==> config.mk <==
export PLATFORM = sky130hd
export DESIGN_NAME = scan_stage_trapezoid_sequencer_flat
export DESIGN_NICKNAME = d
export VERILOG_FILES = /design/src/rtl/core/sstrap_pkg.sv /design/src/rtl/core/sstrap_if.sv /design/src/rtl/core/sstrap_datapath.sv /design/src/rtl/core/sstrap_ctrl.sv /design/src/rtl/core/scan_stage_trapezoid_sequencer.sv /design/src/flat_wrapper.sv
export SDC_FILE = /design/constraint.sdc
export NUM_CORES = 2
export LEC_CHECK = 0
export ABC_AREA = 1
export ABC_CLOCK_PERIOD_IN_PS = 8300
export BUFFER_PORTS_ARGS = -buffer_cell sky130_fd_sc_hd__buf_2
export CORE_MARGIN = 8
export CORE_UTILIZATION = 60
export CTS_CLUSTER_SIZE = 20
export DETAILED_ROUTE_END_ITERATION = 7
export MAX_ROUTING_LAYER = met4
export PLACE_DENSITY_LB_ADDON = 0.1
export SLEW_MARGIN = 20
export SYNTH_ARGS = -nofsm -noshare
export SYNTH_HDL_FRONTEND = slang
export SYNTH_SLANG_ARGS = --single-unit
export TNS_END_PERCENT = 20
==> constraint.sdc <==
create_clock -name clk -period 8.3 [get_ports clk]
set_input_delay 1.66 -clock clk [delete_from_list [all_inputs] [get_ports clk]]
set_output_delay 1.66 -clock clk [all_outputs]
set_load 0.1 [all_outputs]
==> src/rtl/core/sstrap_pkg.sv <==
package sstrap_pkg;

  localparam int TimeWidthDefault = 24;
  localparam int DistW  = 22;
  localparam int SpeedW = 20;
  localparam int PosW   = 23;
  localparam int MspW   = 21;
  localparam int ThrW   = 8;
  localparam int CfgIdxW = 2;
  localparam int CfgDataW = 22;

  localparam logic [CfgIdxW-1:0] REG_TOTAL = 2'd0;
  localparam logic [CfgIdxW-1:0] REG_SCAN  = 2'd1;
  localparam logic [CfgIdxW-1:0] REG_SPEED = 2'd2;

  localparam logic [DistW-1:0]  TOTAL_RESET = 22'd1500000;
  localparam logic [DistW-1:0]  SCAN_RESET  = 22'd200000;
  localparam logic [SpeedW-1:0] SPEED_RESET = 20'd150000;

  localparam logic [SpeedW-1:0] HOMING_SPEED = 20'd25000;
  localparam logic signed [MspW-1:0] STOP_SPEED_LIMIT = 21'sd10000;

  localparam logic [ThrW-1:0] THR_RESET = 8'd200;
  localparam logic [ThrW-1:0] THR_HOME  = 8'd40;
  localparam logic [ThrW-1:0] THR_RUN   = 8'd10;
  localparam logic [ThrW-1:0] THR_STOP  = 8'd5;

  typedef enum logic [2:0] {
    M_WAIT    = 3'd0,
    M_HOME    = 3'd1,
    M_ACCEL   = 3'd2,
    M_SCAN    = 3'd3,
    M_DECEL   = 3'd4,
    M_STOPPED = 3'd5,
    M_SAFE    = 3'd6
  } mode_t;

  // datapath jobs
  typedef enum logic [1:0] {
    OP_NONE    = 2'd0,
    OP_PROFILE = 2'd1,
    OP_SPEED   = 2'd2
  } op_t;

  typedef struct packed {
    logic start;
    op_t  op;
  } dp_cmd_t;

  typedef struct packed {
    logic busy;
  } dp_sts_t;

endpackage

==> src/rtl/core/sstrap_if.sv <==
interface sstrap_in_if;
  logic                       valid;
  logic                       ready;
  logic                       stop_pin;
  logic                       start_request;
  logic                       stall_error;
  logic signed [22:0]         position_um;
  logic signed [20:0]         measured_speed_um_s;
  modport source (output valid, stop_pin, start_request, stall_error, position_um,
                  measured_speed_um_s, input ready);
  modport sink (input valid, stop_pin, start_request, stall_error, position_um,
                measured_speed_um_s, output ready);
endinterface

interface sstrap_out_if;
  logic        valid;
  logic        ready;
  logic [2:0]  state_code;
  logic [19:0] speed_cmd_um_s;
  logic        direction;
  logic        run_enable;
  logic [7:0]  stall_threshold;
  logic        scan_window;
  logic        reset_position;
  logic        clear_error;
  modport source (output valid, state_code, speed_cmd_um_s, direction, run_enable,
                  stall_threshold, scan_window, reset_position, clear_error,
                  input ready);
  modport sink (input valid, state_code, speed_cmd_um_s, direction, run_enable,
                stall_threshold, scan_window, reset_position, clear_error,
                output ready);
endinterface

interface sstrap_cfg_if;
  logic        valid;
  logic        ready;
  logic [1:0]  index;
  logic [21:0] data;
  modport source (output valid, index, data, input ready);
  modport sink (input valid, index, data, output ready);
endinterface

==> src/rtl/core/sstrap_datapath.sv <==
// Shared restoring divider plus profile registers.
// OP_PROFILE: two divides (ramp, hold) latch the profile.
// OP_SPEED: on a ramp one multiply, one divide; else speed set directly.
module sstrap_datapath #(
  parameter int TIME_WIDTH = sstrap_pkg::TimeWidthDefault
) (
  input  logic                                clk,
  input  logic                                rst_n,
  input  sstrap_pkg::dp_cmd_t                 cmd,
  output sstrap_pkg::dp_sts_t                 sts,
  input  logic [sstrap_pkg::DistW-1:0]        total_um,
  input  logic [sstrap_pkg::DistW-1:0]        scan_um,
  input  logic [sstrap_pkg::SpeedW-1:0]       speed_um_s,
  input  logic [TIME_WIDTH-1:0]               elapsed,
  output logic [sstrap_pkg::DistW-1:0]        ramp_dist,
  output logic [sstrap_pkg::SpeedW-1:0]       prof_speed
);
  import sstrap_pkg::*;

  // numerators: 1000*4e6 < 2^32; v*e < 2^(20+TIME_WIDTH)
  localparam int NumW = (SpeedW + TIME_WIDTH > 32) ? SpeedW + TIME_WIDTH : 32;
  localparam int DenW = (TIME_WIDTH > SpeedW) ? TIME_WIDTH : SpeedW;
  localparam int CntW = $clog2(NumW + 1);
  localparam logic [TIME_WIDTH-1:0] TimeMax = {TIME_WIDTH{1'b1}};

  typedef enum logic [5:0] {
    S_IDLE  = 6'b000001,
    S_RAMP  = 6'b000010,
    S_HOLD  = 6'b000100,
    S_MUL   = 6'b001000,
    S_SDIV  = 6'b010000,
    S_DIV   = 6'b100000
  } dst_t;

  dst_t state_r, state_nxt;

  logic [NumW-1:0] quo_r, quo_nxt;      // numerator shifting into quotient
  logic [DenW:0]   rem_r, rem_nxt;
  logic [DenW-1:0] den_r, den_nxt;
  logic [CntW-1:0] cnt_r, cnt_nxt;
  logic [TIME_WIDTH-1:0] ramp_t_r, ramp_t_nxt, hold_t_r, hold_t_nxt;
  logic [DistW-1:0] ramp_d_r, ramp_d_nxt;
  logic [SpeedW-1:0] spd_r, spd_nxt;
  logic [NumW-1:0] prod_r, prod_nxt;
  logic [TIME_WIDTH-1:0] mul_t_r, mul_t_nxt;

  logic [DistW-1:0]  diff;
  logic [DenW:0]     rem_sh, rem_sub;
  logic              fits;
  logic [NumW-1:0]   q_final;
  logic [TIME_WIDTH-1:0] q_sat;
  logic [TIME_WIDTH+1:0] r1, r1h, r2h;
  logic [TIME_WIDTH+1:0] e_ext;
  logic [TIME_WIDTH-1:0] t_down;

  assign diff = (total_um > scan_um) ? total_um - scan_um : '0;

  assign rem_sh  = {rem_r[DenW-1:0], quo_r[NumW-1]};
  assign rem_sub = rem_sh - {1'b0, den_r};
  assign fits    = !rem_sub[DenW];
  assign q_final = {quo_r[NumW-2:0], fits};
  assign q_sat   = (q_final > NumW'(TimeMax)) ? TimeMax : q_final[TIME_WIDTH-1:0];

  assign e_ext = {2'b00, elapsed};
  assign r1    = {2'b00, ramp_t_r};
  assign r1h   = r1 + {2'b00, hold_t_r};
  assign r2h   = r1h + r1;
  // r - (e - r - h) = 2r + h - e, valid only in the falling segment
  assign t_down = TIME_WIDTH'(r2h - e_ext);

  assign sts.busy = (state_r != S_IDLE);
  assign ramp_dist = ramp_d_r;
  assign prof_speed = spd_r;

  always_comb begin
    state_nxt = state_r;
    quo_nxt = quo_r;
    rem_nxt = rem_r;
    den_nxt = den_r;
    cnt_nxt = cnt_r;
    ramp_t_nxt = ramp_t_r;
    hold_t_nxt = hold_t_r;
    ramp_d_nxt = ramp_d_r;
    spd_nxt = spd_r;
    prod_nxt = prod_r;
    mul_t_nxt = mul_t_r;
    unique case (state_r)
      S_IDLE: begin
        if (cmd.start && cmd.op == OP_PROFILE) begin
          ramp_d_nxt = diff >> 1;
          quo_nxt = NumW'(diff) * NumW'(1000);
          rem_nxt = '0;
          den_nxt = DenW'(speed_um_s);
          cnt_nxt = CntW'(NumW - 1);
          state_nxt = S_RAMP;
        end else if (cmd.start && cmd.op == OP_SPEED) begin
          if (e_ext < r1) begin
            mul_t_nxt = elapsed;
            state_nxt = S_MUL;
          end else if (e_ext < r1h) begin
            spd_nxt = speed_um_s;
          end else if (e_ext < r2h) begin
            mul_t_nxt = t_down;
            state_nxt = S_MUL;
          end else begin
            spd_nxt = '0;
          end
        end
      end
      S_RAMP, S_HOLD, S_DIV: begin
        rem_nxt = fits ? rem_sub : rem_sh;
        quo_nxt = q_final;
        cnt_nxt = cnt_r - 1'b1;
        if (cnt_r == '0) begin
          priority if (state_r == S_RAMP) begin
            ramp_t_nxt = (diff == '0) ? '0 : (den_r == '0) ? TimeMax : q_sat;
            quo_nxt = NumW'(scan_um) * NumW'(1000);
            rem_nxt = '0;
            cnt_nxt = CntW'(NumW - 1);
            state_nxt = S_HOLD;
          end else if (state_r == S_HOLD) begin
            hold_t_nxt = (scan_um == '0) ? '0 : (den_r == '0) ? TimeMax : q_sat;
            state_nxt = S_IDLE;
          end else begin
            spd_nxt = SpeedW'(q_final);
            state_nxt = S_IDLE;
          end
        end
      end
      S_MUL: begin
        prod_nxt = NumW'(speed_um_s) * NumW'(mul_t_r);
        state_nxt = S_SDIV;
      end
      S_SDIV: begin
        quo_nxt = prod_r;
        rem_nxt = '0;
        den_nxt = DenW'(ramp_t_r);
        cnt_nxt = CntW'(NumW - 1);
        state_nxt = S_DIV;
      end
      default: state_nxt = S_IDLE;
    endcase
  end

  always_ff @(posedge clk) begin
    if (!rst_n) begin
      state_r <= S_IDLE;
      ramp_t_r <= '0;
      hold_t_r <= '0;
      ramp_d_r <= '0;
      spd_r <= '0;
    end else begin
      state_r <= state_nxt;
      ramp_t_r <= ramp_t_nxt;
      hold_t_r <= hold_t_nxt;
      ramp_d_r <= ramp_d_nxt;
      spd_r <= spd_nxt;
    end
    quo_r <= quo_nxt;
    rem_r <= rem_nxt;
    den_r <= den_nxt;
    cnt_r <= cnt_nxt;
    prod_r <= prod_nxt;
    mul_t_r <= mul_t_nxt;
  end

endmodule

==> src/rtl/core/sstrap_ctrl.sv <==
// Mode sequencer: takes one tick word, runs the datapath as needed, emits one word.
module sstrap_ctrl #(
  parameter int TIME_WIDTH = sstrap_pkg::TimeWidthDefault
) (
  input  logic                                   clk,
  input  logic                                   rst_n,
  input  logic                                   in_valid,
  output logic                                   in_ready,
  input  logic                                   stop_pin,
  input  logic                                   start_request,
  input  logic                                   stall_error,
  input  logic signed [sstrap_pkg::PosW-1:0]     position_um,
  input  logic signed [sstrap_pkg::MspW-1:0]     measured_speed_um_s,
  output logic                                   out_valid,
  input  logic                                   out_ready,
  output logic [2:0]                             state_code,
  output logic [sstrap_pkg::SpeedW-1:0]          speed_cmd,
  output logic                                   direction,
  output logic                                   run_enable,
  output logic [sstrap_pkg::ThrW-1:0]            stall_threshold,
  output logic                                   scan_window,
  output logic                                   reset_position,
  output logic                                   clear_error,
  input  logic [sstrap_pkg::DistW-1:0]           total_um,
  input  logic [sstrap_pkg::DistW-1:0]           ramp_dist,
  input  logic [sstrap_pkg::SpeedW-1:0]          prof_speed,
  output logic [TIME_WIDTH-1:0]                  elapsed,
  output sstrap_pkg::dp_cmd_t                    cmd,
  input  sstrap_pkg::dp_sts_t                    sts
);
  import sstrap_pkg::*;

  localparam logic [TIME_WIDTH-1:0] TimeMax = {TIME_WIDTH{1'b1}};

  typedef enum logic [3:0] {
    C_IDLE = 4'b0001,
    C_LAUNCH = 4'b0010,
    C_WAIT = 4'b0100,
    C_EMIT = 4'b1000
  } cst_t;

  cst_t state_r, state_nxt;
  mode_t mode_r, mode_nxt;
  logic [TIME_WIDTH-1:0] elapsed_r, elapsed_nxt;
  logic last_pin_r, last_pin_nxt, dir_r, dir_nxt;
  logic [ThrW-1:0] thr_r, thr_nxt;
  op_t op_r, op_nxt;
  logic speed_sel_r, speed_sel_nxt;        // take the profile speed
  logic [SpeedW-1:0] spd_r, spd_nxt;
  logic run_r, run_nxt, win_r, win_nxt, rstp_r, rstp_nxt, clre_r, clre_nxt;
  logic ovalid_r, ovalid_nxt;

  logic signed [DistW+1:0] pos_x, rd_x, hi_x;
  logic signed [MspW-1:0] msp;
  logic window;

  assign pos_x = (DistW + 2)'(position_um);
  assign rd_x = {2'b00, ramp_dist};
  assign hi_x = {2'b00, total_um} - rd_x;
  assign window = (pos_x > rd_x) && (pos_x < hi_x);
  assign msp = measured_speed_um_s;

  assign in_ready = (state_r == C_IDLE) && !ovalid_r;
  assign out_valid = ovalid_r;
  assign state_code = mode_r;
  assign speed_cmd = speed_sel_r ? prof_speed : spd_r;
  assign direction = dir_r;
  assign run_enable = run_r;
  assign stall_threshold = thr_r;
  assign scan_window = win_r;
  assign reset_position = rstp_r;
  assign clear_error = clre_r;
  assign elapsed = elapsed_r;
  assign cmd.op = op_r;
  assign cmd.start = (state_r == C_LAUNCH);

  always_comb begin
    state_nxt = state_r;
    mode_nxt = mode_r;
    elapsed_nxt = elapsed_r;
    last_pin_nxt = last_pin_r;
    dir_nxt = dir_r;
    thr_nxt = thr_r;
    op_nxt = op_r;
    speed_sel_nxt = speed_sel_r;
    spd_nxt = spd_r;
    run_nxt = run_r;
    win_nxt = win_r;
    rstp_nxt = rstp_r;
    clre_nxt = clre_r;
    ovalid_nxt = ovalid_r;
    if (ovalid_r && out_ready) ovalid_nxt = 1'b0;
    unique case (state_r)
      C_IDLE: begin
        if (in_valid && in_ready) begin
          win_nxt = window;
          spd_nxt = '0;
          run_nxt = 1'b0;
          rstp_nxt = 1'b0;
          clre_nxt = 1'b0;
          speed_sel_nxt = 1'b0;
          op_nxt = OP_NONE;
          state_nxt = C_EMIT;
          if (stop_pin != last_pin_r) begin
            last_pin_nxt = stop_pin;
            mode_nxt = M_SAFE;
          end else begin
            unique case (mode_r)
              M_WAIT: begin
                if (start_request) begin
                  dir_nxt = 1'b0;
                  thr_nxt = THR_HOME;
                  mode_nxt = M_HOME;
                end
              end
              M_HOME: begin
                if (stall_error) begin
                  clre_nxt = 1'b1;
                  rstp_nxt = 1'b1;
                  dir_nxt = 1'b1;
                  thr_nxt = THR_RUN;
                  elapsed_nxt = '0;
                  mode_nxt = M_ACCEL;
                  op_nxt = OP_PROFILE;
                  state_nxt = C_LAUNCH;
                end else begin
                  spd_nxt = HOMING_SPEED;
                  run_nxt = 1'b1;
                end
              end
              M_ACCEL, M_SCAN, M_DECEL: begin
                run_nxt = 1'b1;
                speed_sel_nxt = 1'b1;
                op_nxt = OP_SPEED;
                state_nxt = C_LAUNCH;
                if (mode_r == M_ACCEL && window) begin
                  dir_nxt = 1'b1;
                  thr_nxt = THR_RUN;
                  mode_nxt = M_SCAN;
                end else if (mode_r == M_SCAN && !window) begin
                  dir_nxt = 1'b1;
                  thr_nxt = THR_RUN;
                  mode_nxt = M_DECEL;
                end else if (mode_r == M_DECEL && msp < STOP_SPEED_LIMIT) begin
                  dir_nxt = 1'b0;
                  thr_nxt = THR_STOP;
                  mode_nxt = M_STOPPED;
                end
              end
              M_STOPPED: begin
                elapsed_nxt = '0;
                mode_nxt = M_WAIT;
              end
              default: begin
                mode_nxt = M_SAFE;
                if (!stop_pin) begin
                  clre_nxt = 1'b1;
                  rstp_nxt = 1'b1;
                  elapsed_nxt = '0;
                  mode_nxt = M_WAIT;
                end
              end
            endcase
          end
        end
      end
      C_LAUNCH: state_nxt = C_WAIT;
      C_WAIT: begin
        if (!sts.busy) begin
          // elapsed steps only after the speed lookup used it
          if (op_r == OP_SPEED && elapsed_r != TimeMax) elapsed_nxt = elapsed_r + 1'b1;
          state_nxt = C_EMIT;
        end
      end
      C_EMIT: begin
        ovalid_nxt = 1'b1;
        state_nxt = C_IDLE;
      end
      default: state_nxt = C_IDLE;
    endcase
  end

  always_ff @(posedge clk) begin
    if (!rst_n) begin
      state_r <= C_IDLE;
      mode_r <= M_SAFE;
      elapsed_r <= '0;
      last_pin_r <= 1'b0;
      dir_r <= 1'b0;
      thr_r <= THR_RESET;
      ovalid_r <= 1'b0;
      op_r <= OP_NONE;
    end else begin
      state_r <= state_nxt;
      mode_r <= mode_nxt;
      elapsed_r <= elapsed_nxt;
      last_pin_r <= last_pin_nxt;
      dir_r <= dir_nxt;
      thr_r <= thr_nxt;
      ovalid_r <= ovalid_nxt;
      op_r <= op_nxt;
    end
    speed_sel_r <= speed_sel_nxt;
    spd_r <= spd_nxt;
    run_r <= run_nxt;
    win_r <= win_nxt;
    rstp_r <= rstp_nxt;
    clre_r <= clre_nxt;
  end

endmodule

==> src/rtl/core/scan_stage_trapezoid_sequencer.sv <==
// Channel | Dir | Words
// in_     | in  | one tick: stop_pin, start_request, stall_error, position, speed
// out_    | out | one result word per tick word
// cfg_    | in  | index 0 total, 1 scan length, 2 scan speed
//
// Work per tick: in idle modes the datapath is not used; on the flat or finished
// part of the profile it is launched but sets the speed directly; the ramp speed
// takes a multiply plus one serial divide of NUM_W bits; the end of homing takes
// two divides. NUM_W, the width of the shared one-bit-per-cycle divider, is
// max(32, 20+TIME_WIDTH).
// Reset: synchronous rst_n, mode safe stop, config registers at their defaults.
// Stalls: a result held on out_ blocks the next tick; cfg_ is always ready.
module scan_stage_trapezoid_sequencer #(
  parameter int TIME_WIDTH = sstrap_pkg::TimeWidthDefault
) (
  input logic clk,
  input logic rst_n,
  sstrap_in_if.sink    in_ch,
  sstrap_out_if.source out_ch,
  sstrap_cfg_if.sink   cfg_ch
);
  import sstrap_pkg::*;

  logic [DistW-1:0]  total_r, scan_r;
  logic [SpeedW-1:0] speed_r;
  logic [DistW-1:0]  ramp_dist;
  logic [SpeedW-1:0] prof_speed;
  logic [TIME_WIDTH-1:0] elapsed;
  dp_cmd_t cmd;
  dp_sts_t sts;

  // configuration registers, the user writes them between ticks; the block itself does not enforce it
  assign cfg_ch.ready = 1'b1;
  always_ff @(posedge clk) begin
    if (!rst_n) begin
      total_r <= TOTAL_RESET;
      scan_r <= SCAN_RESET;
      speed_r <= SPEED_RESET;
    end else if (cfg_ch.valid) begin
      unique case (cfg_ch.index)
        REG_TOTAL: total_r <= cfg_ch.data;
        REG_SCAN:  scan_r <= cfg_ch.data;
        REG_SPEED: speed_r <= cfg_ch.data[SpeedW-1:0];
        default: ;
      endcase
    end
  end

  sstrap_ctrl #(.TIME_WIDTH(TIME_WIDTH)) u_ctrl (
    .clk, .rst_n,
    .in_valid(in_ch.valid), .in_ready(in_ch.ready),
    .stop_pin(in_ch.stop_pin), .start_request(in_ch.start_request),
    .stall_error(in_ch.stall_error), .position_um(in_ch.position_um),
    .measured_speed_um_s(in_ch.measured_speed_um_s),
    .out_valid(out_ch.valid), .out_ready(out_ch.ready),
    .state_code(out_ch.state_code), .speed_cmd(out_ch.speed_cmd_um_s),
    .direction(out_ch.direction), .run_enable(out_ch.run_enable),
    .stall_threshold(out_ch.stall_threshold), .scan_window(out_ch.scan_window),
    .reset_position(out_ch.reset_position), .clear_error(out_ch.clear_error),
    .total_um(total_r), .ramp_dist, .prof_speed, .elapsed, .cmd, .sts
  );

  sstrap_datapath #(.TIME_WIDTH(TIME_WIDTH)) u_dp (
    .clk, .rst_n, .cmd, .sts,
    .total_um(total_r), .scan_um(scan_r), .speed_um_s(speed_r),
    .elapsed, .ramp_dist, .prof_speed
  );

endmodule

==> src/flat_wrapper.sv <==
// flat-port wrapper written by rule: the top's interface ports become plain ports
module scan_stage_trapezoid_sequencer_flat import sstrap_pkg::*;
#(
  parameter int TIME_WIDTH = sstrap_pkg::TimeWidthDefault
)
  (clk, rst_n, in_ch_valid, in_ch_stop_pin, in_ch_start_request, in_ch_stall_error, in_ch_position_um, in_ch_measured_speed_um_s, in_ch_ready, out_ch_valid, out_ch_state_code, out_ch_speed_cmd_um_s, out_ch_direction, out_ch_run_enable, out_ch_stall_threshold, out_ch_scan_window, out_ch_reset_position, out_ch_clear_error, out_ch_ready, cfg_ch_valid, cfg_ch_index, cfg_ch_data, cfg_ch_ready);
  sstrap_in_if in_ch_i ();
  sstrap_out_if out_ch_i ();
  sstrap_cfg_if cfg_ch_i ();
  input logic clk;
  input logic rst_n;
  input wire logic [$bits(in_ch_i.valid)-1:0] in_ch_valid;
  input wire logic [$bits(in_ch_i.stop_pin)-1:0] in_ch_stop_pin;
  input wire logic [$bits(in_ch_i.start_request)-1:0] in_ch_start_request;
  input wire logic [$bits(in_ch_i.stall_error)-1:0] in_ch_stall_error;
  input wire logic [$bits(in_ch_i.position_um)-1:0] in_ch_position_um;
  input wire logic [$bits(in_ch_i.measured_speed_um_s)-1:0] in_ch_measured_speed_um_s;
  output wire logic [$bits(in_ch_i.ready)-1:0] in_ch_ready;
  output wire logic [$bits(out_ch_i.valid)-1:0] out_ch_valid;
  output wire logic [$bits(out_ch_i.state_code)-1:0] out_ch_state_code;
  output wire logic [$bits(out_ch_i.speed_cmd_um_s)-1:0] out_ch_speed_cmd_um_s;
  output wire logic [$bits(out_ch_i.direction)-1:0] out_ch_direction;
  output wire logic [$bits(out_ch_i.run_enable)-1:0] out_ch_run_enable;
  output wire logic [$bits(out_ch_i.stall_threshold)-1:0] out_ch_stall_threshold;
  output wire logic [$bits(out_ch_i.scan_window)-1:0] out_ch_scan_window;
  output wire logic [$bits(out_ch_i.reset_position)-1:0] out_ch_reset_position;
  output wire logic [$bits(out_ch_i.clear_error)-1:0] out_ch_clear_error;
  input wire logic [$bits(out_ch_i.ready)-1:0] out_ch_ready;
  input wire logic [$bits(cfg_ch_i.valid)-1:0] cfg_ch_valid;
  input wire logic [$bits(cfg_ch_i.index)-1:0] cfg_ch_index;
  input wire logic [$bits(cfg_ch_i.data)-1:0] cfg_ch_data;
  output wire logic [$bits(cfg_ch_i.ready)-1:0] cfg_ch_ready;
  assign in_ch_i.valid = in_ch_valid;
  assign in_ch_i.stop_pin = in_ch_stop_pin;
  assign in_ch_i.start_request = in_ch_start_request;
  assign in_ch_i.stall_error = in_ch_stall_error;
  assign in_ch_i.position_um = in_ch_position_um;
  assign in_ch_i.measured_speed_um_s = in_ch_measured_speed_um_s;
  assign in_ch_ready = in_ch_i.ready;
  assign out_ch_valid = out_ch_i.valid;
  assign out_ch_state_code = out_ch_i.state_code;
  assign out_ch_speed_cmd_um_s = out_ch_i.speed_cmd_um_s;
  assign out_ch_direction = out_ch_i.direction;
  assign out_ch_run_enable = out_ch_i.run_enable;
  assign out_ch_stall_threshold = out_ch_i.stall_threshold;
  assign out_ch_scan_window = out_ch_i.scan_window;
  assign out_ch_reset_position = out_ch_i.reset_position;
  assign out_ch_clear_error = out_ch_i.clear_error;
  assign out_ch_i.ready = out_ch_ready;
  assign cfg_ch_i.valid = cfg_ch_valid;
  assign cfg_ch_i.index = cfg_ch_index;
  assign cfg_ch_i.data = cfg_ch_data;
  assign cfg_ch_ready = cfg_ch_i.ready;
  scan_stage_trapezoid_sequencer #(.TIME_WIDTH(TIME_WIDTH)) u_core (.clk(clk), .rst_n(rst_n), .in_ch(in_ch_i), .out_ch(out_ch_i), .cfg_ch(cfg_ch_i));
endmodule
### Yosys cells after proc, flatten, opt, wreduce, memory -nomap -nowiden

Cells that the tools add are included.

* input port bits: 76
* output and inout port bits: 39
* word-level logic and storage cells: 232
* bits in registers: 393

* equality and inequality tests: 47
* $add $sub $neg: 8
* muxes and demuxes: 87
* bitwise logic cells: 4
* $lt $le $gt $ge: 8
* multipliers: 3
* reduce and logical (&&, ||, !) cells: 48

Operators by type and width (number)
* 24-bit two-way mux: 18
* 20-bit two-way mux: 9
* 24-bit one-hot mux with 3 select lines: 2
* 44-bit two-way mux: 3
* 44-bit one-hot mux with 3 select lines: 1
* 24-bit one-hot mux with 2 select lines: 2
* 22-bit by 7-bit multiplier with 29-bit output (second input constant): 2
* 6-bit two-way mux: 9
* 44-bit by 24-bit > comparator with 1-bit output (second input constant): 1
* 22-bit zero test: 2
* 20-bit by 24-bit multiplier with 44-bit output: 1
* 8-bit two-way mux: 5
* 20-bit one-hot mux with 2 select lines: 1
* 2-bit inequality test (second input constant): 14
* 25-bit by 24-bit adder with 26-bit output: 1
* 24-bit by 26-bit < comparator with 1-bit output: 1
* 24-bit by 24-bit adder with 25-bit output: 1
* 24-bit by 25-bit < comparator with 1-bit output: 1
* 25-bit by 24-bit subtractor with 25-bit output: 1
* 24-bit by 1-bit adder with 24-bit output (second input constant): 1
* 24-bit zero test: 1
* 24-bit < comparator: 1
* 3-bit two-way mux: 8
* 24-bit inequality test (second input constant): 1
* 62 further kinds: 118

### Logic depth before layout (Yosys ltp)

* depth after elaboration: 9
* depth in mapped cells: 41
* depth with buffers taken out: 40

### Modules after synthesis

Synthesis repeated with hierarchy kept, for this count alone.

* cell total of the unflattened synthesis: 6282
* area, all modules: 49099.6 µm²

Modules (own cells, without submodules)
* sstrap_datapath: cells each 5140, area an instance 41629.9 µm², times used 1, seq. area each 6886.6 µm²
* sstrap_ctrl: cells each 773, area an instance 4901.0 µm², times used 1, seq. area each 970.9 µm²
* scan_stage_trapezoid_sequencer: cells each 369, area an instance 2568.7 µm², times used 1, seq. area each 1281.2 µm²

### Worst setup path before layout

Ideal clock, no wire load.

* path type: flip-flop to flip-flop
* start point: reg u_core.speed_r[5]
* end point: reg u_core.u_dp.prod_r[43], data pin
* cell stages (with the launch flop): 28
* period minus slack after synthesis: 6.518 ns
* setup time: 0.262 ns
* setup slack: 1.782 ns
* arrival: 6.255 ns
* data required time: 8.038 ns
* buffers on the path: 2
* cell sequence: dfxtp_1 clkbuf_1 clkbuf_1 nand2_1 fa_1 inv_1 fa_1 inv_1 fa_1 inv_1 fa_1 inv_1 fa_1 inv_1 fa_1 fa_1 ha_1 nand2_1 nor2_1 inv_1 nor4_1 a21oi_1 o21ai_0 nand2_1 nand2_1 nand3_1 a21oi_1 xor2_1

* word-level cells in the longest chain between the ends: 1

Ends and longest elaborated chain
* from (decl): line scan_stage_trapezoid_sequencer.sv:25 `logic [SpeedW-1:0] speed_r;`
* from (signal assigned): line scan_stage_trapezoid_sequencer.sv:43 `REG_SPEED: speed_r <= cfg_ch.data[SpeedW-1:0];`
* 20-bit by 24-bit multiplier with 44-bit output: line sstrap_datapath.sv:131 `prod_nxt = NumW'(speed_um_s) * NumW'(mul_t_r);`
* to (signal assigned): line sstrap_datapath.sv:163 `prod_r <= prod_nxt;`
* to (decl): line sstrap_datapath.sv:44 `logic [NumW-1:0] prod_r, prod_nxt;`

No other way between the ends.
A chain may end at the register's enable or synchronous reset.

### Final worst setup path

* start point: reg u_core.scan_r[12]
* end point: reg u_core.u_dp.quo_r[25], data pin

* word-level cells in the longest chain between the ends: 5
* elaborated cells between the ends (all ways): 9
* classes of those cells: 1 x add/sub; 2 x mul; 1 x order compare; 5 x mux

Ends and longest elaborated chain
* from (decl): line scan_stage_trapezoid_sequencer.sv:24 `logic [DistW-1:0] total_r, scan_r;`
* from (signal assigned): line scan_stage_trapezoid_sequencer.sv:42 `REG_SCAN: scan_r <= cfg_ch.data;`
* 22-bit > comparator: line sstrap_datapath.sv:56 `assign diff = (total_um > scan_um) ? total_um - scan_um : '0;`
* 22-bit two-way mux: line sstrap_datapath.sv:56
* via u_core.u_dp.diff[3]: line sstrap_datapath.sv:47 `logic [DistW-1:0] diff;`
* 22-bit by 7-bit multiplier with 29-bit output: line sstrap_datapath.sv:91 `quo_nxt = NumW'(diff) * NumW'(1000);`
* 44-bit two-way mux: line sstrap_datapath.sv:89 `if (cmd.start && cmd.op == OP_PROFILE) begin`
* 44-bit one-hot mux with 3 select lines: line sstrap_datapath.sv:87 `unique case (state_r)`
* via u_core.u_dp.quo_nxt[25]: line sstrap_datapath.sv:37 `logic [NumW-1:0] quo_r, quo_nxt;`
* to (signal assigned): line sstrap_datapath.sv:159 `quo_r <= quo_nxt;`
* to (decl): line sstrap_datapath.sv:37

The timed path passes the listed nets, and every way through them passes these cells. The select of a mux whose other input is x is not followed.

==> summary.txt <==
STA
  – Setup_tns: 0 ns
  – Setup Skew: approximately 0.02 ns
  – Fin. Hold Viols: 0
  – Tcrit/Tclk final: 0.9372
  – RSZ-0062 raised after global routing: no
  – Pins Over Slew Limit: 0
  – Tmin final: slightly below 8 ns
  – Rel. slew slack: 0.1943
  – Slew at the pin closest to its max-slew limit: 1.209 ns
  – Fmax: 128.6 MHz
  – Finish-stage setup viols: 0

Detailed routing
  – Post-DRT Antenna Nets: 0
  – Wire per inst: between 15 and 20 µm
  – 1st-pass router iterations: 6
  – Total Wirelength: around 140000 µm
  – Remaining DRCs: 0
  – Vias per cell: 5.683
  – Vias post-DR: approximately 41000
  – Initial detailed-routing violation count: ~3300

Global route
  – Total gr overflow: 0
  – First-pass GRT wire length: approximately 220000 µm
  – Largest net degree at the start of global routing: 100
  – GRT Overall Usage: 0.3257
  – Initial antenna violation count: 6
  – Vias in the first global route: slightly above 40000

Synth
  – Syn Area/Cell: slightly below 8 µm²
  – Area of the mapped netlist: between 40000 and 50000 µm²
  – Synth Instances: about 6100
  – Ys Warns: 0
  – Cell variety after synth: 63
  – Syn nets: about 7300
  – FF+latch count, synth: between 300 and 400
  – Seq/Total Area, Yosys: 0.1902

Floorplan
  – Ports: roughly 120
  – Die Wd: approximately 300 µm
  – Core area: just under 80000 µm²
  – Die height: approximately 300 µm
  – Die area: just under 90000 µm²
  – Site Rows: roughly 100
  – Initial Util: 0.6073

Power and ir drop
  – Worst ir drop on vdd: just under 700 µV
  – Comb power frac: 0.739
  – Sequential share of power: 0.157
  – Switch Pwr: 0.009476 W
  – Leakage: between 20 and 30 nW
  – Power share of the clock group: 0.104
  – Sw Share: 0.5274
  – Pwr Density: roughly 350 nW/µm²
  – Power Internal: about 0.0085 W

Place
  – Cells after DPL: 7150
  – IO buf count: between 100 and 150
  – HPWL after DPL: between 100000 and 150000 µm
  – GPL Wtd Cong: around 1

CTS
  – CTS tree: done
  – Total CTS buffers: 42
  – CTS Sinks: roughly 370
  – Clock-pin slew on the worst setup and hold paths: 0.06 ns
  – Number of setup buffers added after CTS: 0
  – CTS max path bufs: 3
  – H-tree depth: 2
  – Root buf cell: clkbuf_16
  – Clk_lat worst skew: roughly 0.60 ns

Setup path
  – CP required: 8.63 ns
  – Worst Path Arrival: 8.11 ns
  – Worst-path fanout max: 10
  – Startpoint Class: flip-flop
  – CP most frequent cell: inv_1
  – Crit path buf inv count: 7
  – Critical path type: reg2reg
  – Worst r2r src: u_core.scan_r[12]
  – CP startpoint: u_core.scan_r[12]
  – Delay-heaviest family, CP: adder cells
  – Delay of the slowest critical-path stage: approximately 0.56 ns
  – CP Capture Type: flip-flop
  – Slowest CP cell: dfxtp_1

Min path
  – HP Start: u_core.speed_r[3]
  – Hold Path Class: reg2reg

Run status
  – Status: finished, final reports clean

Flow run
  – Max Cap Viol: 0

Finish
  – Area grow syn2layout: 6.494%
  – Final Core Density: 0.6467
  – Share of cells above drive strength 1: 0.05148
  – Cell Count, Final, Fillers Out: between 7000 and 8000
  – NumNets Final: between 7000 and 8000
==> metrics by stage <==
step	instance area, µm²	total power (W)	hold slack (ns)	setup WS, ns
floorplan	48050	0.01252	0.4491	1.782
global placement	49810	0.01570	0.4567	0.6897
detailed placement	49810	0.01586	0.4594	0.6369
CTS	51150	0.01781	0.4694	0.6141
global route	51170	0.01966	0.4888	0.03247
finish	51170	0.01797	0.4693	0.5211
==> metal layers <==
metal  share of wire  track usage  up-vias
met1            0.41       0.4188    19870
met5               0            -        -
met3           0.081      0.05176      296
met2            0.47       0.5240     1506
li1                -            -    19424
met4           0.040       0.1120        0
==> Yosys cell counts (all sizes together) <==
| cell | count | area share |
|---|---|---|
| a2111oi | 2 | 0.00049 |
| a211oi | 15 | 0.0023 |
| a21boi | 7 | 0.0011 |
| a21o | 16 | 0.0025 |
| a21oi | 479 | 0.050 |
| a221oi | 2 | 0.00036 |
| a31o | 3 | 0.00055 |
| a31oi | 19 | 0.0025 |
| a32o | 14 | 0.0029 |
| a41oi | 1 | 0.00018 |
| and2 | 3 | 0.00044 |
| buf | 27 | 0.0034 |
| clkbuf | 187 | 0.015 |
| clkinv | 2 | 0.00016 |
| conb | 2 | 0.00016 |
| dfxtp | 200 | 0.083 |
| edfxtp | 171 | 0.11 |
| fa | 553 | 0.23 |
| ha | 557 | 0.15 |
| inv | 1186 | 0.093 |
| nand2 | 1361 | 0.11 |
| nand3 | 192 | 0.020 |
| nand3b | 15 | 0.0023 |
| nand4 | 57 | 0.0074 |
| nor2 | 314 | 0.025 |
| nor3 | 58 | 0.0063 |
| nor3b | 2 | 0.00031 |
| nor4 | 26 | 0.0035 |
| o2111ai | 11 | 0.0020 |
| o211a | 1 | 0.00021 |
| o211ai | 19 | 0.0030 |
| o21a | 21 | 0.0033 |
| o21ai | 342 | 0.036 |
| o21ba | 1 | 0.00021 |
| o21bai | 24 | 0.0037 |
| o221ai | 6 | 0.0011 |
| o22ai | 1 | 0.00013 |
| o311ai | 4 | 0.00073 |
| o31a | 1 | 0.00018 |
| o31ai | 4 | 0.00062 |
| or2 | 14 | 0.0018 |
| xnor2 | 79 | 0.014 |
| xor2 | 114 | 0.021 |
==> area by class of cell <==
| class | instances | area, µm² |
|---|---|---|
| clock inverters | 31 | 270.3 |
| fillers | 7121 | 27960 |
| multi-input cells | 4340 | 33650 |
| inverters | 1188 | 4464 |
| diodes | 5 | 12.51 |
| repair buffers | 201 | 1254 |
| well taps | 1050 | 1314 |
| clock buffers | 46 | 1066 |
| flip-flops and latches | 371 | 9140 |
==> timing repair <==
item,CTS,global route
resized for setup,0,3
hold buffers,0,0
endpoints found under the setup margin,0,5
==> final timing paths <==
check,end,slack [ns],cells past startpoint
max,u_core.u_dp.quo_r[25],0.52,30
min,u_core.speed_r[3],0.47,2
max reg2reg,u_core.u_dp.quo_r[25],0.52,30
min reg2reg,u_core.speed_r[3],0.47,2
==> registers in the layout, indices dropped and copies added, names as in the netlist, 20 cells and up <==
signal                  flops
u_core.u_dp.prod_r         44
u_core.u_dp.quo_r          44
u_core.u_ctrl.elapsed      24
u_core.u_dp.den_r          24
u_core.u_dp.hold_t_r       24
u_core.u_dp.mul_t_r        24
u_core.u_dp.ramp_t_r       24
u_core.u_dp.rem_r          24
u_core.scan_r              22
u_core.total_r             22
u_core.u_dp.ramp_dist      21
u_core.speed_r             20
u_core.u_dp.prof_speed     20
==> power groups by stage <==
stage	logic (W)	registers, W	clock network, W
finish	0.0133	0.00281	0.00187
global placement	0.0129	0.00284	0
CTS	0.0131	0.00281	0.00189
detailed placement	0.0130	0.00284	0
global route	0.0149	0.00283	0.00196
floorplan	0.00968	0.00285	0
==> logic make-up after synthesis <==
family,after synthesis,synth area share
xor gates and xnor gates,193,0.03518
AOI/OAI and AO/OA,993,0.1136
adders and majority gates,1110,0.3754
DFF,371,0.1902
buffers and inverters,1402,0.1109
other,2,0.0001563
and+or+nand+nor,2042,0.1745
==> cell usage in the layout (no fill, tap or decap), drive strengths merged, types with 19 or more instances in the layout <==
cell type / count
nand2: 1361
inv: 1192
ha: 557
fa: 553
a21oi: 479
o21ai: 342
nor2: 314
buf: 201
dfxtp: 200
nand3: 192
edfxtp: 171
xor2: 114
xnor2: 79
nor3: 58
nand4: 57
clkbuf: 46
nor4: 26
o21bai: 24
o21a: 21
a31oi: 19
o211ai: 19
clkinv: 19
==> worst min-delay path, stage by stage, from the launching register on <==
cell	delay [ns]
dfxtp_1	0.31
nand2_1	0.06
a21oi_1	0.05
No activity file was read; power rests on OpenSTA's default activity.
